--- src/sv/compass_heading_calibrated_macros.svh ---
// assertion macros shared by the compass heading rtl
// no dependencies; files that check properties include this header
`ifndef COMPASS_HEADING_CALIBRATED_MACROS_SVH
`define COMPASS_HEADING_CALIBRATED_MACROS_SVH

`ifndef ASSERT_OFF

// property checked at every clock edge outside reset
`define CHC_ASSERT(name, clk, rst, prop, msg) \
   name: assert property (@(posedge clk) disable iff (rst) prop) else $error(msg);

// property checked at every clock edge, reset included
`define CHC_ASSERT_ALWAYS(name, clk, prop, msg) \
   name: assert property (@(posedge clk) prop) else $error(msg);

`else

`define CHC_ASSERT(name, clk, rst, prop, msg)
`define CHC_ASSERT_ALWAYS(name, clk, prop, msg)

`endif

`endif

--- src/sv/chc_pkg.sv ---
// constants, flag type and arctangent table of the compass heading block
// no dependencies; used by the channel interfaces and every module
package chc_pkg;

   localparam int CHC_CORDIC_STAGES = 16;
   localparam int CHC_SAMPLE_BITS   = 12;

   localparam int RAW_W       = 12;
   localparam int TIME_W      = 32;
   localparam int DECL_W      = 15;
   localparam int HEADING_W   = 15;
   localparam int ANGLE_W     = 24;
   localparam int CSR_ADDR_W  = 8;
   localparam int CSR_DATA_W  = 32;

   localparam logic [TIME_W-1:0]         WINDOW_RESET = 32'd10000;
   localparam logic signed [DECL_W-1:0]  DECL_RESET   = 15'sd151;
   // 180 degrees in 1/16384 degree
   localparam logic signed [ANGLE_W-1:0] ANG_180      = 24'sd2949120;
   localparam logic [HEADING_W-1:0]      FULL_TURN    = 15'd23040;

   localparam logic [CSR_ADDR_W-1:0] CSR_WINDOW      = 8'd0;
   localparam logic [CSR_ADDR_W-1:0] CSR_DECLINATION = 8'd1;

   localparam logic OP_SAMPLE  = 1'b0;
   localparam logic OP_RESTART = 1'b1;

   typedef struct packed {
      logic calibrating;
      logic heading_ok;
      logic at_origin;
   } chc_flags_type;

   // atan(2^-i) in 1/16384 degree, rounded to nearest
   function automatic logic signed [ANGLE_W-1:0] chc_atan(input int unsigned stage);
      case (stage)
         0:  return 24'sd737280;
         1:  return 24'sd435242;
         2:  return 24'sd229970;
         3:  return 24'sd116736;
         4:  return 24'sd58595;
         5:  return 24'sd29326;
         6:  return 24'sd14667;
         7:  return 24'sd7334;
         8:  return 24'sd3667;
         9:  return 24'sd1833;
         10: return 24'sd917;
         11: return 24'sd458;
         12: return 24'sd229;
         13: return 24'sd115;
         14: return 24'sd57;
         15: return 24'sd29;
         16: return 24'sd14;
         17: return 24'sd7;
         18: return 24'sd4;
         19: return 24'sd2;
         20: return 24'sd1;
         default: return '0;
      endcase
   endfunction

endpackage

--- src/sv/chc_quadrant.sv ---
// pre-rotation cell: folds the left half plane onto the right, seeds the angle
// depends on chc_pkg
module chc_quadrant import chc_pkg::*; #(
   parameter int DATA_W = 2 * CHC_SAMPLE_BITS + 5
) (
   input  logic                      clock,
   input  logic                      reset,
   input  logic                      in_valid,
   output logic                      in_ready,
   input  chc_flags_type             in_flags,
   input  logic signed [DATA_W-1:0]  in_x,
   input  logic signed [DATA_W-1:0]  in_y,
   output logic                      out_valid,
   input  logic                      out_ready,
   output chc_flags_type             out_flags,
   output logic signed [DATA_W-1:0]  out_x,
   output logic signed [DATA_W-1:0]  out_y,
   output logic signed [ANGLE_W-1:0] out_z
);

   logic                      valid_ff;
   chc_flags_type             flags_ff;
   logic signed [DATA_W-1:0]  x_ff, y_ff, x_in, y_in;
   logic signed [ANGLE_W-1:0] z_ff, z_in;
   logic                      origin;

   assign in_ready = !valid_ff || out_ready;
   assign origin   = (in_x == '0) && (in_y == '0);

   always_comb begin
      x_in = in_x;
      y_in = in_y;
      z_in = '0;
      if (in_x[DATA_W-1]) begin
         x_in = -in_x;
         y_in = -in_y;
         z_in = in_y[DATA_W-1] ? -ANG_180 : ANG_180;
      end
   end

   always_ff @(posedge clock) begin
      if (reset) begin
         valid_ff <= 1'b0;
      end else if (in_ready) begin
         valid_ff <= in_valid;
      end
   end

   always_ff @(posedge clock) begin
      if (in_valid && in_ready) begin
         x_ff     <= x_in;
         y_ff     <= y_in;
         z_ff     <= z_in;
         flags_ff <= '{calibrating: in_flags.calibrating,
                       heading_ok:  in_flags.heading_ok,
                       at_origin:   origin};
      end
   end

   assign out_valid = valid_ff;
   assign out_flags = flags_ff;
   assign out_x     = x_ff;
   assign out_y     = y_ff;
   assign out_z     = z_ff;

endmodule

--- config.mk ---
export PLATFORM = sky130hd
export DESIGN_NAME = chc_quadrant
export DESIGN_NICKNAME = d
export VERILOG_FILES = /design/src/sv/compass_heading_calibrated_macros.svh /design/src/sv/chc_pkg.sv /design/src/sv/chc_quadrant.sv
export SDC_FILE = /design/constraint.sdc
export NUM_CORES = 1
export LEC_CHECK = 0
export BUFFER_PORTS_ARGS = -buffer_cell sky130_fd_sc_hd__buf_2
export CORE_ASPECT_RATIO = 1.1
export CORE_UTILIZATION = 40
export CTS_BUF_LIST = sky130_fd_sc_hd__clkbuf_4
export DETAILED_ROUTE_END_ITERATION = 8
export GPL_TIMING_DRIVEN = 0
export PLACE_DENSITY = 0.68
export SLEW_MARGIN = 20
export SYNTH_ARGS = -nofsm -noshare
export SYNTH_HDL_FRONTEND = slang
export SYNTH_SLANG_ARGS = --single-unit
--- constraint.sdc ---
create_clock -name clock -period 7.3 [get_ports clock]
set_input_delay 0.73 -clock clock [delete_from_list [all_inputs] [get_ports clock]]
set_output_delay 0.73 -clock clock [all_outputs]
set_load 0.02 [all_outputs]
==> flow_summary.json, run 1 <==
{
  "status": "completed",
  "track_usage_pct": 17.8,
  "grt_overflow": 0,
  "syn2layout_area_growth_pct": 29.8,
  "final_nets": 499,
  "diodes": 0,
  "fmax_mhz": 425,
  "cap_violations": 0,
  "crit_type": "primary input to flip-flop",
  "r2r-end": "out_y[7]",
  "cp_max_fo": 4,
  "n_fill_cell": 744,
  "cts_root_buffer": "clkbuf_4",
  "syn-cell-area_um2": 3510,
  "hold_path.class": "primary input to flip-flop",
  "setup_tns_ns": 0,
  "yosysTopAreaCell": "edfxtp_1",
  "grt_antenna_before_repair": 0,
  "final-max-slew-violation-count": 0,
  "ys_seq_elements": 65,
  "finalPower_w": 0.000909,
  "wire_per_inst_um": 14.4,
  "p_seq_share_pct": 50.0,
  "die_height_um": 100,
  "avgSynthCellArea_um2": 12.9,
  "viasPerCell": 4.89,
  "slowest_delay_ns": 0.55,
  "internal_power_w": 0.000659,
  "critPathLaunchType": "primary input",
  "swShare_pct": 27.5,
  "num_rows": 35,
  "cts.path.max_buffers": 2,
  "fin_crit_ns": 2.35,
  "ant_nets": 0,
  "end_kind": "flip-flop",
  "post-cts-setup-buffers": 0,
  "p_per_area_nw_per_um2": 200,
  "die_w_um": 91.3,
  "p_comb_share_pct": 20.3,
  "skew_ns": 0.0162,
  "firstDrtPassIters": 4,
  "cp.buffers_inverters": 2,
  "dp_hpwl_mm": 6.01,
  "crit_cells": 7,
  "drt_iter0_markers": 71,
  "setup_viol": 0,
  "holdPathStages": 2,
  "port_buffers": 134,
  "first_global_vias": 2700,
  "grt_max_degree": 39,
  "p_sw_w": 0.000250,
  "synth-warning-count": 0,
  "core_area_um2": 8450,
  "ir_drop_uv": 80.2,
  "r2r_start": "out_valid",
  "crit_arrival_ns": 2.61,
  "tightest_slew_ns": 0.648,
  "dieArea_um2": 9150,
  "clock_power_share_pct": 29.7,
  "slew_headroom_pct": 56.4,
  "fin_crit_sh_pct": 32.2,
  "place.gp.congestion": 0.778,
  "start_util_pct": 41.5,
  "r2r_slack_ns": 5.86,
  "synth_area_leaders": "edfxtp_1 (55%), xnor2_1 (11%), buf_4 (4.7%)",
  "postCtsHoldBufs": 0,
  "netlist.area_leader.share_pct": 54.8,
  "netlist_instances": 271,
  "rr_worst_depth": 3,
  "ys_seq_area_share_pct": 55.3,
  "drcViolationCount": 0,
  "required_ns": 7.56,
  "insertion_delay_ns": 0.40,
  "cts_buffers": 9,
  "p_leak_nw": 1.85,
  "crit_chain": "buf_2 > inv_1 > ha_1 > nor3b_1 > nand2_1 > nor4b_1 > and4_1",
  "finalHoldViolCount": 0,
  "clock-sinks": 65,
  "grt_pass1_wl_mm": 12.6,
  "hold_path_end": "out_valid",
  "hp-start": "reset",
  "num_vias": 2681,
  "io_pins": 152,
  "clk_pin_slew_worst_paths_ns": 0.11,
  "cts_tree": "done",
  "rsz0062_at_grt": "false",
  "critical-path-top-delay-family": "simple AND/OR/NAND/NOR gates",
  "drive_above_1_share_pct": 44.6,
  "ctsResizeCount": 0,
  "slowest_stage": "nor3b_1",
  "wl_mm": 7.91,
  "hold_slack_ns": 0.467,
  "cts.htree.levels": 3,
  "synth_cell_types": 44
}
==> stage by stage <==
stage / utilization [%] / instances / worst slack (ns) / cell area [um2]
after floorplan: - / 286 / 4.33 / 3560
after global placement: 51.8 / 531 / 3.86 / 4370
after detailed placement: 52.0 / 532 / 4.52 / 4400
after CTS: 53.9 / 548 / 4.94 / 4550
after global routing: 53.9 / 548 / 4.78 / 4550
final: 53.9 / 548 / 4.95 / 4550
==> power by group through the flow <==
stage | logic (W) | registers (W) | clock network (W)
floorplan | 0.0000743 | 0.000503 | 0
global placement | 0.000181 | 0.000464 | 0
detailed placement | 0.000186 | 0.000463 | 0
CTS | 0.000186 | 0.000455 | 0.000278
global route | 0.000200 | 0.000457 | 0.000290
finish | 0.000184 | 0.000455 | 0.000270
==> layout by cell type, fill, tap and decap left out, drive strengths merged, types with 4 or more instances in the layout <==
cell type    n
or4          6
nand2b       6
nand2       10
inv          8
o31ai       18
o21ai       11
nor2        11
nor3         5
o41ai        9
or3          5
a21oi        4
clkbuf      14
nor4         8
conb        16
a31oi        5
buf        160
xnor2       43
edfxtp      64
xor2        10
==> how the worst max path moves through the flow <==
stage / slack, ns / endpoint / startpoint
6_report: 4.95 / out_flags[0] / in_x[1]
5_1_grt: 4.78 / out_flags[0] / in_x[1]
4_1_cts: 4.94 / out_flags[0] / in_x[1]
3_5_place_dp: 4.52 / out_flags[0] / in_x[1]
3_3_place_gp: 3.86 / out_flags[1] / out_ready
2_1_floorplan: 4.33 / out_flags[0] / out_ready
==> cell type report <==
class | count | area (um2) | share of cell area [%]
clock inverter | 6 | 82.6 | 1.81
clock buffer | 10 | 75.1 | 1.65
timing repair buffer | 135 | 691 | 15.2
sequential | 65 | 1940 | 42.6
multi-input combinational | 184 | 1390 | 30.5
buffer | 29 | 208 | 4.56
inverter | 8 | 30.0 | 0.659
tap | 111 | 139 | 3.05
==> metal layers <==
metal	wire length, um	up-vias	track usage (%)
li1	-	1306	-
met1	3270	1236	21.2
met2	3900	130	31.1
met3	616	9	3.71
met4	117	0	8.06
met5	0	-	0
==> cell usage after synthesis, drive strengths merged <==
master	count
a21o	1
a21oi	4
a31oi	5
and2	2
and3	2
and4	1
buf	25
clkbuf	4
conb	1
dfxtp	1
edfxtp	64
ha	2
inv	8
nand2	10
nand2b	6
nand3	2
nand4	1
nand4b	1
nand4bb	1
nor2	11
nor3	5
nor3b	2
nor4	8
nor4b	1
o21ai	11
o31ai	18
o41ai	9
or2	1
or3	5
or4	6
xnor2	43
xor2	10
==> cells by family after synthesis <==
family / after synthesis / share of synthesized area [%]
AO/OA/AOI/OAI: 48 / 10.9
XOR/XNOR: 53 / 13.2
adder cells (fa/ha/maj): 2 / 0.713
buffers and inverters: 37 / 6.78
flip-flops: 65 / 55.3
other: 1 / 0.107
AND/OR/NAND/NOR: 65 / 12.9
==> flip-flops by register name, summed over array words and instances (netlist names) <==
register   cells
out_flags      3
out_valid      1
out_z          3
out_x         29
out_y         29
Note: power is estimated with default switching activity, not from simulation.
==> inputs of run 2 (changes only) <==
--- a/config.mk
+++ b/config.mk
@@ -5,13 +5,14 @@
 export SDC_FILE = /design/constraint.sdc
 export NUM_CORES = 1
 export LEC_CHECK = 0
+export ABC_AREA = 1
 export BUFFER_PORTS_ARGS = -buffer_cell sky130_fd_sc_hd__buf_2
 export CORE_ASPECT_RATIO = 1.1
 export CORE_UTILIZATION = 40
 export CTS_BUF_LIST = sky130_fd_sc_hd__clkbuf_4
 export DETAILED_ROUTE_END_ITERATION = 8
 export GPL_TIMING_DRIVEN = 0
-export PLACE_DENSITY = 0.68
+export PLACE_DENSITY = 0.66
 export SLEW_MARGIN = 20
 export SYNTH_ARGS = -nofsm -noshare
 export SYNTH_HDL_FRONTEND = slang
==> constraint.sdc (replaced) <==
create_clock -name clock -period 2.2 [get_ports clock]
set_input_delay 0.22 -clock clock [delete_from_list [all_inputs] [get_ports clock]]
set_output_delay 0.22 -clock clock [all_outputs]
set_load 0.02 [all_outputs]
==> run 2 against run 1 <==
  * The flow now finishes with violations (design-rule violations)
  * Clock power increased to 3.4 times the previous value
  * Power increased to 3.4 times the previous value
  * Routed wire length up 28%
  * Worst setup slack got worse by 4.5 ns
  * Sequential power rose to 3.3 times the previous value
  * Clock skew fell by 0.0051 ns
  * Critical path depth increased by 3
  * Non-clock buffer count increased by 7
  * Register-to-register slack worse by 5.0 ns
  * Critical path type unchanged
  * Combinational power increased to 3.8 times the previous value
  * Final cell count is 38% higher
  * First-iteration DRC count rose by 100%
==> flow_summary.json, run 2 <==
{
  "cts_root_buffer": "clkbuf_4",
  "syn2layout_area_growth_pct": 29.5,
  "violations": "design-rule violations",
  "viasPerCell": 4.69,
  "grt_pass1_wl_mm": 16.1,
  "p_per_area_nw_per_um2": 599,
  "path_common_cell": "nand2_1",
  "crit_chain": "dlygate4sd3_1 > buf_2 > inv_1 > ha_1 > nand2_1 > nor2_2 > nand2_1 > nand2_2 > nand2_1 > xor2_1",
  "cp_max_fo": 4,
  "ys_seq_elements": 65,
  "clk_pin_slew_worst_paths_ns": 0.11,
  "cp.buffers_inverters": 3,
  "status": "finished, violations left",
  "synth.most_common_cell": "nand2_1",
  "finalHoldViolCount": 0,
  "clock-sinks": 65,
  "grt_antenna_before_repair": 0,
  "multi_input_area_um2": 1760,
  "drive_above_1_share_pct": 35.7,
  "drt_iter0_markers": 145,
  "num_rows": 38,
  "grt_overflow": 0,
  "die_w_um": 97.8,
  "core_area_um2": 9840,
  "synth_commonest_cells": "nand2_1 (108), edfxtp_1 (64), nor2_1 (59), inv_1 (50), nand3_1 (34)",
  "port_buffers": 134,
  "avgSynthCellArea_um2": 8.73,
  "synth_cell_types": 32,
  "netlist_instances": 462,
  "dp_hpwl_mm": 7.99,
  "cap_violations": 0,
  "slowest_delay_ns": 0.55,
  "end_kind": "flip-flop",
  "fin_crit_sh_pct": 78.6,
  "wire_per_inst_um": 13.4,
  "firstDrtPassIters": 6,
  "skew_ns": 0.0111,
  "post-cts-setup-buffers": 0,
  "start_util_pct": 41.0,
  "rsz0062_at_grt": "false",
  "hold_path.class": "primary input to flip-flop",
  "critical-path-top-delay-family": "buffers and inverters",
  "setup_viol": 0,
  "ant_nets": 0,
  "crit_type": "primary input to flip-flop",
  "finalPower_w": 0.00313,
  "ys_seq_area_share_pct": 48.1,
  "netlist.area_leader.share_pct": 47.6,
  "yosysTopAreaCell": "edfxtp_1",
  "n_fill_cell": 933,
  "synth-warning-count": 0,
  "track_usage_pct": 20.3,
  "num_vias": 3542,
  "crit_arrival_ns": 1.91,
  "fin_crit_ns": 1.73,
  "cts.path.max_buffers": 2,
  "grt_max_degree": 26,
  "ir_drop_uv": 230,
  "critPathLaunchType": "primary input",
  "diodes": 0,
  "p_leak_nw": 2.53,
  "drcViolationCount": 28,
  "syn-cell-area_um2": 4030,
  "final-max-slew-violation-count": 0,
  "cts.htree.levels": 3,
  "final_cell_mix": "buf_2 (139), nand2_1 (108), edfxtp_1 (64)",
  "die_height_um": 107,
  "setup_tns_ns": 0,
  "cts_buffers": 9,
  "slowest_stage": "dlygate4sd3_1",
  "wl_mm": 10.1,
  "async_reset_ff_share_pct": 0,
  "place.gp.congestion": 0.853,
  "synth_ff_type": "edfxtp_1",
  "io_pins": 152,
  "fmax_mhz": 578,
  "first_global_vias": 3365,
  "synth_edf_count": 64,
  "insertion_delay_ns": 0.43,
  "final-seq-area_um2": 1940,
  "dieArea_um2": 10500,
  "required_ns": 2.38,
  "cts_tree": "done",
  "final_nets": 698,
  "layout_commonest_cell": "buf_2",
  "synth_area_leaders": "edfxtp_1 (48%), nand2_1 (10%), xor2_1 (6.1%)"
}
-- run 2: changes by cell type after synthesis, sizes merged, moves of 5 or more --
cell    previous run  this run
inv                8        54
nand3              2        39
a31oi              5         0
o31ai             18         0
nand2b             6         0
or4                6         0
o41ai              9         0
nand2             10       122
xnor2             43         4
nor4               8         0
nand4              1        11
or3                5         0
nor2              11        77
xor2              10        29
-- run 2: timing repair --
action,CTS,global route
resized for setup,0,0
hold buffers,6,0
hold endpoints to repair,6,0
-- run 2: layout make-up --
class                           count  share of cell area, %
Timing Repair Buffer              143                   15.6
Inverter                           54                   3.88
Tap cell                          120                   2.87
Buffer                             28                   3.86
Clock inverter                      6                   1.58
Sequential cell                    65                   37.2
Multi-Input combinational cell    330                   33.6
Clock buffer                       10                   1.44
-- run 2: kinds of logic (layout without fill, tap and decap cells) --
kind of cell,count (synthesis),after routing,share of synthesized area [%]
adders and majority gates,2,2,0.620
buffers and inverters,82,241,10.0
and+or+nand+nor,257,257,30.8
AOI/OAI and AO/OA,22,22,2.95
DFF,65,65,48.1
xor gates and xnor gates,33,33,7.35
other,1,16,0.0930
-- run 2: worst min-delay path: stages --
cell and delay [ns]:
buf_2 0.07, inv_1 0.07, nand2_1 0.08, a21oi_1 0.05
-- run 2: path summary, 6_finish.rpt --
check	start	to	slack [ns]	depth (start not counted)
worst max register to register	out_valid	out_y[17]	0.88	3
worst min register to register	out_valid	out_valid	0.55	2
worst min-delay path	out_ready	out_valid	0.09	4
worst max-delay path	in_y[0]	out_y[14]	0.47	10
-- run 2: through the flow --
| stage | hold WS (ns) | worst slack (ns) | cell area (um2) | utilization [%] | cells |
|---|---|---|---|---|---|
| floorplan | 0.289 | 0.265 | 4100 | - | 477 |
| global placement | 0.380 | -0.114 | 4920 | 50.0 | 731 |
| detailed placement | 0.383 | 0.562 | 5000 | 50.9 | 734 |
| CTS | 0.0788 | 0.488 | 5220 | 53.1 | 756 |
| global route | 0.0989 | 0.321 | 5220 | 53.1 | 756 |
| finish | 0.0942 | 0.470 | 5220 | 53.1 | 756 |
-- run 2: where the power goes --
group	switching [W]	internal, W	total [W]
Sequential	0.0000235	0.00148	0.00150
Clock	0.000450	0.000468	0.000918
Combinational	0.000453	0.000254	0.000707
Total	0.000926	0.00220	0.00313
-- run 2: metal layers --
| layer | GRT usage [%] | wire [um] | vias up |
|---|---|---|---|
| met2 | 35.7 | 5050 | 129 |
| met1 | 23.7 | 4100 | 1599 |
| met3 | 3.77 | 728 | 16 |
| li1 | - | - | 1798 |
| met5 | 0 | 0 | - |
| met4 | 10.2 | 227 | 0 |
==> inputs of run 3 (changes only) <==
--- a/config.mk
+++ b/config.mk
@@ -5,14 +5,14 @@
 export SDC_FILE = /design/constraint.sdc
 export NUM_CORES = 1
 export LEC_CHECK = 0
-export ABC_AREA = 1
+export ABC_AREA = 0
 export BUFFER_PORTS_ARGS = -buffer_cell sky130_fd_sc_hd__buf_2
 export CORE_ASPECT_RATIO = 1.1
 export CORE_UTILIZATION = 40
 export CTS_BUF_LIST = sky130_fd_sc_hd__clkbuf_4
 export DETAILED_ROUTE_END_ITERATION = 8
 export GPL_TIMING_DRIVEN = 0
-export PLACE_DENSITY = 0.66
+export PLACE_DENSITY = 0.68
 export SLEW_MARGIN = 20
 export SYNTH_ARGS = -nofsm -noshare
 export SYNTH_HDL_FRONTEND = slang
==> constraint.sdc (replaced) <==
create_clock -name clock -period 1.8 [get_ports clock]
set_input_delay 0.18 -clock clock [delete_from_list [all_inputs] [get_ports clock]]
set_output_delay 0.18 -clock clock [all_outputs]
set_load 0.02 [all_outputs]
==> run 3 against run 2 <==
  * Sequential power up 23%
  * Routed wire length down 21%
  * Via count down 25%
  * Utilization up 1.4 points
  * Largest power group unchanged
  * Sequential cell count unchanged
  * Cell area down 12%
  * Worst hold slack worse by 0.063 ns
  * Clock power up 21%
  * Die area down 13%
  * Critical path type unchanged
  * Sequential share of layout area up 5.0 points
  * Worst setup slack worse by 0.28 ns
  * The flow now finishes without violations
==> flow_summary.json, run 3 (synthesis gave the netlist of run 1 again) <==
{
  "final_nets": 503,
  "post-cts-setup-buffers": 0,
  "fmax_mhz": 621,
  "fin_crit_ns": 1.61,
  "die_height_um": 100,
  "p_leak_nw": 1.87,
  "cts_buffers": 9,
  "firstDrtPassIters": 4,
  "core_area_um2": 8450,
  "port_buffers": 134,
  "critPathLaunchType": "primary input",
  "slew_headroom_pct": 45.4,
  "grt_overflow": 0,
  "dp_cells": 531,
  "wl_mm": 7.93,
  "grt_pass1_wl_mm": 12.2,
  "pre_cts_slack_ns": -0.432,
  "syn2layout_area_growth_pct": 31.1,
  "tightest_slew_ns": 0.820,
  "cts_root_buffer": "clkbuf_4",
  "fin_cells": 552,
  "grt_max_degree": 65,
  "viasPerCell": 4.79,
  "cts_tree": "done",
  "track_usage_pct": 17.6,
  "hold_slack_ns": 0.0315,
  "finalWorstSetupSlack_ns": 0.190,
  "drcViolationCount": 0,
  "place.gp.congestion": 0.767,
  "required_ns": 1.97,
  "clk_pin_slew_worst_paths_ns": 0.13,
  "status": "completed",
  "io_pins": 152,
  "final-max-slew-violation-count": 0,
  "rsz0062_at_grt": "false",
  "post-route-util_pct": 54.4,
  "final_cell_mix": "buf_2 (135), edfxtp_1 (64), xnor2_1 (43)",
  "insertion_delay_ns": 0.40,
  "first_global_vias": 2477,
  "dieArea_um2": 9150,
  "num_rows": 35,
  "end_kind": "flip-flop",
  "dp_hpwl_mm": 5.88,
  "crit_type": "primary input to flip-flop",
  "cp_max_fo": 10,
  "drt_iter0_markers": 60,
  "ir_drop_uv": 387,
  "skew_ns": 0.0171,
  "cts.path.max_buffers": 2,
  "ant_nets": 0,
  "finalPower_w": 0.00370,
  "start_util_pct": 41.5,
  "die_w_um": 91.3,
  "drive_above_1_share_pct": 44.7,
  "p_per_area_nw_per_um2": 805,
  "setup_viol": 0,
  "cap_violations": 0,
  "num_vias": 2643,
  "finalHoldViolCount": 0,
  "layout_commonest_cell": "buf_2",
  "grt_antenna_before_repair": 0,
  "hold_path.class": "primary input to flip-flop",
  "crit_arrival_ns": 1.78,
  "diodes": 0,
  "clock-sinks": 65,
  "fin_crit_sh_pct": 89.5,
  "wire_per_inst_um": 14.4,
  "cts.htree.levels": 3
}
run 3: power breakdown:
group | switching, W | internal [W]
logic | 0.000460 | 0.000290
clock network | 0.000546 | 0.000564
registers | 0.0000283 | 0.00182
total | 0.00103 | 0.00267
run 3: stage by stage:
| stage | instance area, um2 | TNS, ns |
|---|---|---|
| CTS | 4590 | 0 |
| global route | 4600 | 0 |
| global placement | 4380 | -5.17 |
| detailed placement | 4380 | -6.08 |
| finish | 4600 | 0 |
| floorplan | 3570 | 0 |
run 3: timing repair:
item,CTS,global route
hold endpoints to repair,5,0
gates resized for setup,1,1
hold buffers,5,0
setup endpoints to repair,1,1
run 3: per-layer routing:
metal	part of all wire (%)	vias up	GRT usage [%]	wire length [um]
met4	1.2	0	5.37	94
met2	50	123	31.1	3940
met5	0	-	0	0
met1	41	1203	21.0	3290
met3	7.6	6	4.77	604
li1	-	1311	-	-
run 3: worst max-delay path, stage by stage:
cell	delay [ns]
buf_2	0.11
inv_1	0.06
ha_1	0.15
nor3b_2	0.35
nand4b_2	0.35
o41ai_1	0.47
xnor2_1	0.10
run 3: final cells by class:
class | instances | area [um2]
buffer | 29 | 208
clock buffer | 9 | 67.6
clock inverter | 7 | 93.8
fill | 786 | 3850
inverter | 8 | 30.0
multi-input combinational | 184 | 1400
sequential | 65 | 1940
tap | 111 | 139
timing repair buffer | 139 | 721
run 3: path summary, 6_finish.rpt:
path             start         to  slack (ns)  cells after the start
max            in_y[1]  out_y[22]        0.19                      7
min           in_valid  out_valid        0.03                      3
max reg2reg  out_valid  out_x[21]        0.28                      2
min reg2reg  out_valid  out_valid        0.54                      2
