==> config.mk <==
export PLATFORM = sky130hd
export DESIGN_NAME = chc_calib
export DESIGN_NICKNAME = d
export VERILOG_FILES = /design/src/sv/chc_pkg.sv /design/src/sv/chc_calib.sv
export VERILOG_INCLUDE_DIRS = /design/src /design/src/sv
export SDC_FILE = /design/constraint.sdc
export NUM_CORES = 1
export LEC_CHECK = 0
export BUFFER_PORTS_ARGS = -buffer_cell sky130_fd_sc_hd__buf_2
export CAP_MARGIN = 20
export CORE_UTILIZATION = 51
export CTS_CLUSTER_DIAMETER = 30
export DETAILED_ROUTE_END_ITERATION = 16
export HOLD_SLACK_MARGIN = 0.1
export PLACE_DENSITY = 0.74
export SLEW_MARGIN = 20
export SYNTH_ARGS = -nofsm -noshare
export SYNTH_HDL_FRONTEND = slang
export SYNTH_SLANG_ARGS = --single-unit
==> constraint.sdc <==
create_clock -name clock -period 7.57 [get_ports clock]
set_input_delay 1.8925 -clock clock [delete_from_list [all_inputs] [get_ports clock]]
set_output_delay 1.8925 -clock clock [all_outputs]
set_load 0.02 [all_outputs]
==> src/sv/compass_heading_calibrated_macros.svh <==
// assertion macros shared by the compass heading rtl
// no dependencies; files that check properties include this header
`ifndef COMPASS_HEADING_CALIBRATED_MACROS_SVH
`define COMPASS_HEADING_CALIBRATED_MACROS_SVH

`ifndef ASSERT_OFF

// property checked at every clock edge outside reset
`define CHC_ASSERT(name, clk, rst, prop, msg) \
   name: assert property (@(posedge clk) disable iff (rst) prop) else $error(msg);

// property checked at every clock edge, reset included
`define CHC_ASSERT_ALWAYS(name, clk, prop, msg) \
   name: assert property (@(posedge clk) prop) else $error(msg);

`else

`define CHC_ASSERT(name, clk, rst, prop, msg)
`define CHC_ASSERT_ALWAYS(name, clk, prop, msg)

`endif

`endif

==> src/sv/chc_pkg.sv <==
// constants, flag type and arctangent table of the compass heading block
// no dependencies; used by the channel interfaces and every module
package chc_pkg;

   localparam int CHC_CORDIC_STAGES = 16;
   localparam int CHC_SAMPLE_BITS   = 12;

   localparam int RAW_W       = 12;
   localparam int TIME_W      = 32;
   localparam int DECL_W      = 15;
   localparam int HEADING_W   = 15;
   localparam int ANGLE_W     = 24;
   localparam int CSR_ADDR_W  = 8;
   localparam int CSR_DATA_W  = 32;

   localparam logic [TIME_W-1:0]         WINDOW_RESET = 32'd10000;
   localparam logic signed [DECL_W-1:0]  DECL_RESET   = 15'sd151;
   // 180 degrees in 1/16384 degree
   localparam logic signed [ANGLE_W-1:0] ANG_180      = 24'sd2949120;
   localparam logic [HEADING_W-1:0]      FULL_TURN    = 15'd23040;

   localparam logic [CSR_ADDR_W-1:0] CSR_WINDOW      = 8'd0;
   localparam logic [CSR_ADDR_W-1:0] CSR_DECLINATION = 8'd1;

   localparam logic OP_SAMPLE  = 1'b0;
   localparam logic OP_RESTART = 1'b1;

   typedef struct packed {
      logic calibrating;
      logic heading_ok;
      logic at_origin;
   } chc_flags_type;

   // atan(2^-i) in 1/16384 degree, rounded to nearest
   function automatic logic signed [ANGLE_W-1:0] chc_atan(input int unsigned stage);
      case (stage)
         0:  return 24'sd737280;
         1:  return 24'sd435242;
         2:  return 24'sd229970;
         3:  return 24'sd116736;
         4:  return 24'sd58595;
         5:  return 24'sd29326;
         6:  return 24'sd14667;
         7:  return 24'sd7334;
         8:  return 24'sd3667;
         9:  return 24'sd1833;
         10: return 24'sd917;
         11: return 24'sd458;
         12: return 24'sd229;
         13: return 24'sd115;
         14: return 24'sd57;
         15: return 24'sd29;
         16: return 24'sd14;
         17: return 24'sd7;
         18: return 24'sd4;
         19: return 24'sd2;
         20: return 24'sd1;
         default: return '0;
      endcase
   endfunction

endpackage

==> src/sv/chc_calib.sv <==
// first stage: sample saturation, calibration window test, min/max tracking
// depends on chc_pkg and compass_heading_calibrated_macros.svh
`include "compass_heading_calibrated_macros.svh"

module chc_calib import chc_pkg::*; #(
   parameter int SAMPLE_BITS = CHC_SAMPLE_BITS
) (
   input  logic                          clock,
   input  logic                          reset,
   input  logic                          in_valid,
   output logic                          in_ready,
   input  logic                          op,
   input  logic [TIME_W-1:0]             now_ms,
   input  logic signed [RAW_W-1:0]       x_sample,
   input  logic signed [RAW_W-1:0]       y_sample,
   input  logic [TIME_W-1:0]             window_ms,
   output logic                          out_valid,
   input  logic                          out_ready,
   output chc_flags_type                 out_flags,
   output logic signed [SAMPLE_BITS-1:0] out_x,
   output logic signed [SAMPLE_BITS-1:0] out_y,
   output logic signed [SAMPLE_BITS-1:0] out_x_low,
   output logic signed [SAMPLE_BITS-1:0] out_x_high,
   output logic signed [SAMPLE_BITS-1:0] out_y_low,
   output logic signed [SAMPLE_BITS-1:0] out_y_high
);

   localparam int EW = (SAMPLE_BITS > RAW_W) ? SAMPLE_BITS : RAW_W;
   localparam logic signed [EW-1:0] SAT_HI = EW'((1 << (SAMPLE_BITS - 1)) - 1);
   localparam logic signed [EW-1:0] SAT_LO = EW'(-(1 << (SAMPLE_BITS - 1)));

   function automatic logic signed [SAMPLE_BITS-1:0] saturate(
      input logic signed [RAW_W-1:0] raw);
      logic signed [EW-1:0] v;
      v = EW'(raw);
      if (v > SAT_HI) begin
         v = SAT_HI;
      end else if (v < SAT_LO) begin
         v = SAT_LO;
      end
      return v[SAMPLE_BITS-1:0];
   endfunction

   logic [TIME_W-1:0]             start_ff;
   logic signed [SAMPLE_BITS-1:0] x_low_ff, x_high_ff, y_low_ff, y_high_ff;
   logic signed [SAMPLE_BITS-1:0] x_low_in, x_high_in, y_low_in, y_high_in;
   logic signed [SAMPLE_BITS-1:0] xs, ys;
   logic signed [SAMPLE_BITS-1:0] x_ff, y_ff;
   logic signed [SAMPLE_BITS-1:0] snap_x_low_ff, snap_x_high_ff;
   logic signed [SAMPLE_BITS-1:0] snap_y_low_ff, snap_y_high_ff;
   logic [TIME_W-1:0]             elapsed;
   logic                          in_window;
   logic                          accept;
   logic                          is_sample;
   logic                          valid_ff;
   chc_flags_type                 flags_ff;

   assign in_ready  = !valid_ff || out_ready;
   assign accept    = in_valid && in_ready;
   assign is_sample = (op == OP_SAMPLE);

   assign xs = saturate(x_sample);
   assign ys = saturate(y_sample);

   // wrapped time since the last restart
   assign elapsed   = now_ms - start_ff;
   assign in_window = (elapsed <= window_ms);

   always_comb begin
      x_low_in  = (in_window && (xs < x_low_ff))  ? xs : x_low_ff;
      x_high_in = (in_window && (xs > x_high_ff)) ? xs : x_high_ff;
      y_low_in  = (in_window && (ys < y_low_ff))  ? ys : y_low_ff;
      y_high_in = (in_window && (ys > y_high_ff)) ? ys : y_high_ff;
   end

   always_ff @(posedge clock) begin
      if (reset) begin
         valid_ff  <= 1'b0;
         start_ff  <= '0;
         x_low_ff  <= '0;
         x_high_ff <= '0;
         y_low_ff  <= '0;
         y_high_ff <= '0;
      end else begin
         if (in_ready) begin
            valid_ff <= in_valid;
         end
         if (accept) begin
            if (is_sample) begin
               x_low_ff  <= x_low_in;
               x_high_ff <= x_high_in;
               y_low_ff  <= y_low_in;
               y_high_ff <= y_high_in;
            end else begin
               start_ff <= now_ms;
            end
         end
      end
   end

   always_ff @(posedge clock) begin
      if (accept) begin
         x_ff           <= xs;
         y_ff           <= ys;
         snap_x_low_ff  <= x_low_in;
         snap_x_high_ff <= x_high_in;
         snap_y_low_ff  <= y_low_in;
         snap_y_high_ff <= y_high_in;
         flags_ff       <= '{calibrating: is_sample && in_window,
                             heading_ok:  is_sample,
                             at_origin:   1'b0};
      end
   end

   assign out_valid  = valid_ff;
   assign out_flags  = flags_ff;
   assign out_x      = x_ff;
   assign out_y      = y_ff;
   assign out_x_low  = snap_x_low_ff;
   assign out_x_high = snap_x_high_ff;
   assign out_y_low  = snap_y_low_ff;
   assign out_y_high = snap_y_high_ff;

   `CHC_ASSERT(a_x_order, clock, reset, x_low_ff <= x_high_ff, "x minimum above x maximum")
   `CHC_ASSERT(a_y_order, clock, reset, y_low_ff <= y_high_ff, "y minimum above y maximum")

endmodule

==> impl_metrics.tcl, run 1 <==
set metrics [dict create \
    status "completed" \
    synth_fp_nets 1240 \
    post-cts-setup-buffers 0 \
    die_x_um 141 \
    max_slew_margin_pct 36.5 \
    drt-total-wl_mm 21.6 \
    n_fill_cell 1627 \
    clk_latency_ps 430 \
    leakagePower_nw 4.98 \
    grt_pass1_vias 7185 \
    via_per_inst 5.30 \
    dp_hpwl_mm 15.6 \
    tns_ps 0 \
    worstMarginPinSlew_ps 952 \
    multi_input_area_sq_um 5300 \
    crit_arrival_ps 6970 \
    cts_tree "built" \
    crit_type "in -> reg" \
    dp.cells 1412 \
    wl_per_cell_um 14.9 \
    top_register "start_ff" \
    finClkSkew_ps 10.2 \
    power_density_nw_per_um2 207 \
    clk_pin_slew_worst_paths_ps 60 \
    fin_crit_sh_pct 89.7 \
    ir_drop_mv 0.172 \
    dieArea_sq_um 19900 \
    synth.distinct_cells 55 \
    core_area_sq_um 18800 \
    ys_ff_latch 155 \
    cts-buffers-inserted 17 \
    first_pass_iters 5 \
    worstPathRequired_ps 7740 \
    cap_violations 0 \
    largest_reg_flops 32 \
    rsz0062_at_grt "no" \
    ctsHoldBuffers 0 \
    grt_pass1_wl_mm 35.3 \
    antenna_found_initial 1 \
    min_period_ps 6790 \
    setup_viol 0 \
    regArea_sq_um 3840 \
    synth_area_sq_um 9860 \
    clock.fmax_mhz 147 \
    htree_levels 4 \
    vias 7663 \
    pre_cts_ws_ps 343 \
    synth_edf_count 74 \
    ios 170 \
    cts.repair.resized 0 \
    final_core_util_pct 60.4 \
    drv_slew 0 \
    synth_common_cells "inv_1 (126), ha_1 (109), a21oi_1 (83)" \
    cts.sinks 155 \
    setup_ws_ps 777 \
    grt_max_degree 106 \
    track_usage_pct 22.5 \
    finalHoldViolations 0 \
    crit_path_max_fanout 12 \
    drive_gt1_share_pct 18.6 \
    yosysWarnings 0 \
    ant_nets 0 \
    area_growth_pct 15.2 \
    yosys_most_used_dff "dfxtp_1" \
    ys_async_sr_fraction_pct 0 \
    netlist.area_leader.share_pct 22.5 \
    hp-class "reg -> reg" \
    yosys.area.top_type "edfxtp_1" \
    die_h_um 141 \
    cp-start-kind "input pin" \
    synth_area_leaders "edfxtp_1 (23%), dfxtp_1 (16%), ha_1 (14%)" \
    drcViolationCount 0 \
    grt_remaining_overflow 0 \
    layout.nets 1374 \
    stdcell_count 1445 \
    synth_cells 1037 \
    synth.most_common_cell "inv_1" \
    initial_core_util_pct 52.4 \
    ys_seq_area_share_pct 39.0 \
    dr.first_iter.drc_count 374 \
    cts_buffer_depth 2 \
    place_congestion 0.936 \
    syn_area_per_cell_sq_um 9.51 \
    num_rows 50 \
    clock-root-buffer "clkbuf_16" \
    crit_path_end_kind "flop" \
    port_buffers 168 \
]
-- cell type report --
class	instances	share of cell area [%]
Timing Repair Buffer	174	7.79
Antenna cell	1	0.0220
Sequential cell	155	33.8
Multi-Input combinational cell	697	46.6
Inverter	126	4.16
Tap cell	260	2.86
Clock buffer	19	3.81
Clock inverter	13	0.958
-- routing by layer --
metal	routed length (um)	vias up	share of wire, %	track usage (%)
li1	-	3889	-	-
met1	10100	3558	47	29.9
met2	10200	196	47	37.2
met3	1070	20	5.0	4.55
met4	210	0	0.97	5.89
met5	0	-	0	0
-- kinds of logic (layout without fill, tap and decap cells) --
kind of cell	count (synthesis)	count (layout)	synth area share (%)
AO/OA/AOI/OAI	203	203	13.0
multiplexers	98	98	10.6
adder cells (fa/ha/maj)	110	110	14.0
flip-flops	155	155	39.0
XOR/XNOR	21	21	1.86
AND/OR/NAND/NOR	264	264	14.2
other	1	2	0.0380
buffers and inverters	185	332	7.37
-- cell usage in the layout, fill, tap and decap left out, types with 22 or more instances in the layout --
| cell type | n |
|---|---|
| ha_1 | 109 |
| edfxtp_1 | 74 |
| inv_1 | 125 |
| nand2_1 | 78 |
| buf_2 | 168 |
| o21ai_0 | 22 |
| mux2_1 | 36 |
| nand4_1 | 23 |
| mux2i_1 | 50 |
| dfxtp_1 | 81 |
| nand2b_1 | 82 |
| a21o_1 | 39 |
| a21oi_1 | 83 |
-- metrics by stage --
step	hold slack [ps]	total power (W)	cell area, sq um
after floorplan	436	0.00141	9860
after global placement	442	0.00155	10800
after detailed placement	447	0.00157	10800
after CTS	456	0.00237	11400
after global routing	471	0.00247	11400
final	454	0.00235	11400
-- critical path, stage by stage --
cell and delay, ps:
buf_2 120, inv_1 50, ha_1 220, fa_1 410, nor2b_1 180, o31a_1 240
o21ai_1 130, a21oi_1 340, nor4_1 130, o21a_1 220, or2_1 240, o311ai_1 250
ha_1 180, nand4_1 140, nor4_1 390, nand2_1 120, o211ai_1 370, nand3_1 780
mux2_1 560
-- where the power goes --
part           switching, W  internal, W
clock network      0.000370     0.000428
registers         0.0000231     0.000949
logic              0.000334     0.000246
-- path summary, 6_finish.rpt --
path,to,depth (start not counted),start,slack [ps]
setup / recovery,out_y_high[2],19,now_ms[0],780
hold / removal,start_ff[25],2,start_ff[25],450
setup reg to reg,out_y_high[2],17,start_ff[17],2090
hold reg to reg,start_ff[25],2,start_ff[25],450
Note: power is estimated with default switching activity, not from simulation.
==> run 2, diff against run 1 <==
--- a/config.mk
+++ b/config.mk
@@ -6,13 +6,14 @@
 export SDC_FILE = /design/constraint.sdc
 export NUM_CORES = 1
 export LEC_CHECK = 0
-export BUFFER_PORTS_ARGS = -buffer_cell sky130_fd_sc_hd__buf_2
 export CAP_MARGIN = 20
 export CORE_UTILIZATION = 51
 export CTS_CLUSTER_DIAMETER = 30
 export DETAILED_ROUTE_END_ITERATION = 16
+export DONT_BUFFER_PORTS = 1
 export HOLD_SLACK_MARGIN = 0.1
-export PLACE_DENSITY = 0.74
+export PLACE_DENSITY = 0.66
+export SKIP_LAST_GASP = 1
 export SLEW_MARGIN = 20
 export SYNTH_ARGS = -nofsm -noshare
 export SYNTH_HDL_FRONTEND = slang
==> run 2 against run 1 <==
Compared with the run above: clock skew rose by 3.2 ps; non-clock buffer count decreased by 169; hold slack got worse by 2.6 ps; first-iteration DRC count shrank 21%; sequential cell count unchanged; maximum frequency up 1.4%; via count down 9.7%; count of clock-buffer cells in the layout shrank 2; combinational power fell by 23%; total power shrank 1.5%; clock power up 5.0%.
==> impl_metrics.tcl, run 2 (synthesis gave the netlist of run 1 again) <==
set metrics [dict create \
    status "completed" \
    ir_drop_mv 0.145 \
    sequentialPowerShare_pct 44.5 \
    die_x_um 141 \
    grt_max_degree 106 \
    stdcell_count 1275 \
    htree_levels 4 \
    num_rows 50 \
    setup_viol 0 \
    track_usage_pct 20.9 \
    dieArea_sq_um 19900 \
    drv_slew 0 \
    dp.cells 1243 \
    cts.sinks 155 \
    p_int_w 0.00162 \
    layout.nets 1205 \
    dp_hpwl_mm 14.9 \
    largest_reg_flops 32 \
    grt_remaining_overflow 0 \
    die_h_um 141 \
    antenna_found_initial 0 \
    clock.fmax_mhz 149 \
    multi_input_area_sq_um 5300 \
    ff2ff_setup_slack_ps 2040 \
    initial_core_util_pct 52.4 \
    sw_frac_of_total_pct 29.9 \
    crit_arrival_ps 6860 \
    p_comb_share_pct 19.4 \
    drt-total-wl_mm 20.3 \
    crit_path_max_fanout 12 \
    place_congestion 0.877 \
    ios 170 \
    cts_buffer_depth 2 \
    cts.repair.resized 0 \
    ant_nets 0 \
    grt_pass1_vias 6636 \
    first_pass_iters 5 \
    tns_ps 0 \
    cap_violations 0 \
    min_period_ps 6700 \
    vias 6916 \
    power.switching_w 0.000691 \
    finClkSkew_ps 13.5 \
    top_register "start_ff" \
    fin_crit_sh_pct 88.5 \
    core_area_sq_um 18800 \
    finalHoldViolations 0 \
    wl_per_cell_um 15.9 \
    final_common_cell "inv_1" \
    cts-buffers-inserted 17 \
    power_density_nw_per_um2 219 \
    drcViolationCount 0 \
    via_per_inst 5.42 \
    clk_pin_slew_worst_paths_ps 70 \
    crit_path_end_kind "flop" \
    antenna_cells 0 \
    cp-start-kind "input pin" \
    rsz0062_at_grt "no" \
    post-cts-setup-buffers 0 \
    crit_type "in -> reg" \
    worstPathRequired_ps 7730 \
    port_buffers 0 \
    worstMarginPinSlew_ps 930 \
    ctsHoldBuffers 0 \
    cts_tree "built" \
    clkPwrFrac_pct 36.2 \
    max_slew_margin_pct 38.0 \
    leakagePower_nw 4.32 \
    drive_gt1_share_pct 5.12 \
    dr.first_iter.drc_count 295 \
    hp-class "reg -> reg" \
    n_fill_cell 1683 \
    final_cell_mix "inv_1 (125), ha_1 (109), a21oi_1 (83)" \
    area_growth_pct 6.99 \
    grt_pass1_wl_mm 32.9 \
    clock-root-buffer "clkbuf_16" \
    regArea_sq_um 3840 \
    clk_latency_ps 420 \
]
## run 2: per-stage QoR
step / worst slack (ps) / hold WS, ps / utilization [%] / instance area, sq um / power (W)
final: 869 / 451 / 56.0 / 10600 / 0.00231
after global routing: 391 / 467 / 56.0 / 10600 / 0.00243
after CTS: 817 / 452 / 56.0 / 10600 / 0.00234
after detailed placement: 425 / 442 / 53.0 / 9970 / 0.00150
after global placement: 522 / 436 / 53.0 / 9970 / 0.00149
after floorplan: 1530 / 436 / - / 9860 / 0.00141
## run 2: layer usage
| layer | vias up | share of wire, % | track usage (%) |
|---|---|---|---|
| met4 | 0 | 1.1 | 6.41 |
| met1 | 3201 | 47 | 27.4 |
| met3 | 13 | 4.9 | 4.14 |
| met2 | 164 | 47 | 34.5 |
| met5 | - | 0 | 0 |
| li1 | 3538 | - | - |
## run 2: layout make-up
class | count | area share (%)
Tap cell | 260 | 3.08
Clock buffer | 17 | 4.03
Multi-Input combinational cell | 697 | 50.2
Sequential cell | 155 | 36.4
Timing Repair Buffer | 5 | 0.356
Clock inverter | 15 | 1.45
Inverter | 126 | 4.48
## run 2: critical path: stages
cell and delay [ps]:
inv_1 20, ha_1 220, fa_1 400, nor2b_1 190
o31a_1 220, o21ai_1 140, a21oi_1 320, nor4_1 120
o21a_1 210, or2_1 240, o311ai_1 300, ha_1 190
nand4_1 160, nor4_1 400, nand2_1 130, o211ai_1 360
nand3_1 770, mux2_1 560
## run 2: power groups by stage
stage | Combinational [W] | Sequential (W) | Clock [W]
4_1_cts | 0.000451 | 0.00103 | 0.000859
3_3_place_gp | 0.000441 | 0.00105 | 0
5_1_grt | 0.000507 | 0.00103 | 0.000890
6_report | 0.000448 | 0.00103 | 0.000837
2_1_floorplan | 0.000372 | 0.00104 | 0
3_5_place_dp | 0.000447 | 0.00105 | 0
## run 2: path summary, 6_finish.rpt
kind	cells after the start	end	start
setup reg to reg	19	out_y_low[11]	start_ff[6]
hold reg to reg	2	start_ff[7]	start_ff[7]
setup / recovery	18	out_y_low[11]	now_ms[0]
hold / removal	2	start_ff[7]	start_ff[7]
==> run 3, diff against run 2 <==
--- a/config.mk
+++ b/config.mk
@@ -7,12 +7,14 @@
 export NUM_CORES = 1
 export LEC_CHECK = 0
 export CAP_MARGIN = 20
+export CORE_MARGIN = 3
 export CORE_UTILIZATION = 51
 export CTS_CLUSTER_DIAMETER = 30
 export DETAILED_ROUTE_END_ITERATION = 16
 export DONT_BUFFER_PORTS = 1
-export HOLD_SLACK_MARGIN = 0.1
+export HOLD_SLACK_MARGIN = 0.08
 export PLACE_DENSITY = 0.66
+export REMOVE_ABC_BUFFERS = 1
 export SKIP_LAST_GASP = 1
 export SLEW_MARGIN = 20
 export SYNTH_ARGS = -nofsm -noshare
==> run 3 against run 2 <==
Compared with the run above: cell count did not move; register-to-register slack improved by 30 ps; global-route usage fell by 0.94 points; clock power fell by 2%; count of clock-buffer cells in the layout rose by 1; utilization fell by 0.073 points; sequential power barely moved; non-clock buffer count did not move; largest cell class unchanged; highest routed layer unchanged.
==> impl_metrics.tcl, run 3 (synthesis gave the netlist of run 1 again) <==
set metrics [dict create \
    status "completed" \
    top_register "start_ff" \
    layout.nets 1205 \
    path_delay_family "simple AND/OR/NAND/NOR gates" \
    drv_slew 0 \
    leakagePower_nw 4.32 \
    max_slew_margin_pct 37.2 \
    final_cell_mix "inv_1 (125), ha_1 (109), a21oi_1 (83)" \
    core_area_sq_um 18800 \
    ant_nets 0 \
    die_x_um 145 \
    wl_per_cell_um 16.6 \
    drcViolationCount 0 \
    antenna_found_initial 0 \
    dr.first_iter.drc_count 332 \
    tns_ps 0 \
    cp-start-kind "input pin" \
    grt_max_degree 106 \
    worstSetupEndpoint "out_x_high[8]" \
    rsz0062_at_grt "no" \
    crit_start "now_ms[0]" \
    fin_area_sq_um 10500 \
    ff2ff_setup_slack_ps 2070 \
    rr_worst_depth 17 \
    dieArea_sq_um 21000 \
    hp-class "reg -> reg" \
    first_pass_iters 4 \
    htree_levels 4 \
    drt-total-wl_mm 21.2 \
    drive_gt1_share_pct 4.93 \
    post-cts-setup-buffers 0 \
    num_rows 50 \
    cap_violations 0 \
    cts-buffers-inserted 17 \
    initial_core_util_pct 52.4 \
    cts_tree "built" \
    finClkSkew_ps 16.8 \
    crit_arrival_ps 6790 \
    multi_input_area_sq_um 5300 \
    clock.fmax_mhz 151 \
    crit_type "in -> reg" \
    dp_hpwl_mm 15.4 \
    port_buffers 0 \
    regArea_sq_um 3840 \
    r2r_end "out_x_high[8]" \
    critPathBufInv 1 \
    clk_pin_slew_worst_paths_ps 60 \
    die_h_um 145 \
    path_cells "inv_1, ha_1, fa_1, nor2b_1, o31a_1, o21ai_1, a21oi_1, nor4_1, o21a_1, or2_1, o311ai_1, ha_1, nand4_1, nor4_1, nand2_1, o211ai_1, nand3_1, mux2_1" \
    r2r-start "start_ff[17]" \
    slowest_delay_ps 760 \
    place_area_sq_um 9970 \
    power_density_nw_per_um2 218 \
    cts.sinks 155 \
    vias 6931 \
    fin_crit_sh_pct 87.6 \
    clock-root-buffer "clkbuf_16" \
    worstPathRequired_ps 7730 \
    grt_pass1_vias 6680 \
    antenna_cells 0 \
    final_core_util_pct 56.0 \
    grt_remaining_overflow 0 \
    setup_viol 0 \
    whs_ps 448 \
    final_common_cell "inv_1" \
    finalHoldViolations 0 \
    crit_path_end_kind "flop" \
    ctsHoldBuffers 0 \
    place_congestion 0.893 \
    via_per_inst 5.44 \
    slowest_stage "nand3_1" \
    ir_drop_mv 0.163 \
    cts.repair.resized 0 \
    worstMarginPinSlew_ps 942 \
    cp.depth 18 \
    n_fill_cell 1691 \
    min_period_ps 6630 \
    crit_path_max_fanout 12 \
    clk_latency_ps 420 \
    track_usage_pct 19.9 \
    ios 170 \
    area_growth_pct 6.85 \
    grt_pass1_wl_mm 34.3 \
    largest_reg_flops 32 \
    cts_buffer_depth 2 \
]
==> run 3: worst min path at each step <==
stage                     slack, ps         start  cells past startpoint            to
after floorplan                 430  start_ff[10]                      2  start_ff[10]
after global placement          440  start_ff[29]                      2  start_ff[29]
after detailed placement        440  start_ff[26]                      2  start_ff[26]
after CTS                       450  start_ff[25]                      2  start_ff[25]
after global routing            460  start_ff[26]                      2  start_ff[26]
final                           450  start_ff[25]                      2  start_ff[25]
==> run 3: metrics by stage <==
step / total power [W] / setup WS [ps] / std cells
floorplan: 0.00139 / 1040 / 978
global placement: 0.00149 / 657 / 1243
detailed placement: 0.00150 / 499 / 1243
CTS: 0.00232 / 905 / 1275
global route: 0.00242 / 401 / 1275
finish: 0.00230 / 937 / 1275
==> run 3: final cells by class <==
cell class                 instances  area share [%]
clock inverter                    14            1.28
sequential                       155            36.5
multi-input combinational        697            50.2
inverter                         126            4.49
clock buffer                      18            4.07
timing repair buffer               5           0.356
tap                              260            3.09
==> run 3: worst reg2reg max path, delay by kind of cell, from the launching register on <==
kind | cells | cell delay (ps)
AOI/OAI and AO/OA | 6 | 1540
xor gates and xnor gates | 1 | 150
adders and majority gates | 2 | 680
buffers and inverters | 1 | 40
DFF | 1 | 320
muxes | 1 | 580
and+or+nand+nor | 6 | 1930
==> run 3: routing by layer <==
layer | vias up | track usage, % | wire [um]
li1 | 3555 | - | -
met1 | 3215 | 26.6 | 10000
met2 | 146 | 33.2 | 10000
met3 | 15 | 4.28 | 926
met4 | 0 | 4.89 | 157
met5 | - | 0 | 0
==> run 3: power breakdown <==
group	switching, W	total, W	leakage (nW)	internal [W]
Clock	0.000358	0.000818	0.272	0.000460
Sequential	0.0000758	0.00103	1.39	0.000953
Combinational	0.000248	0.000452	2.66	0.000205
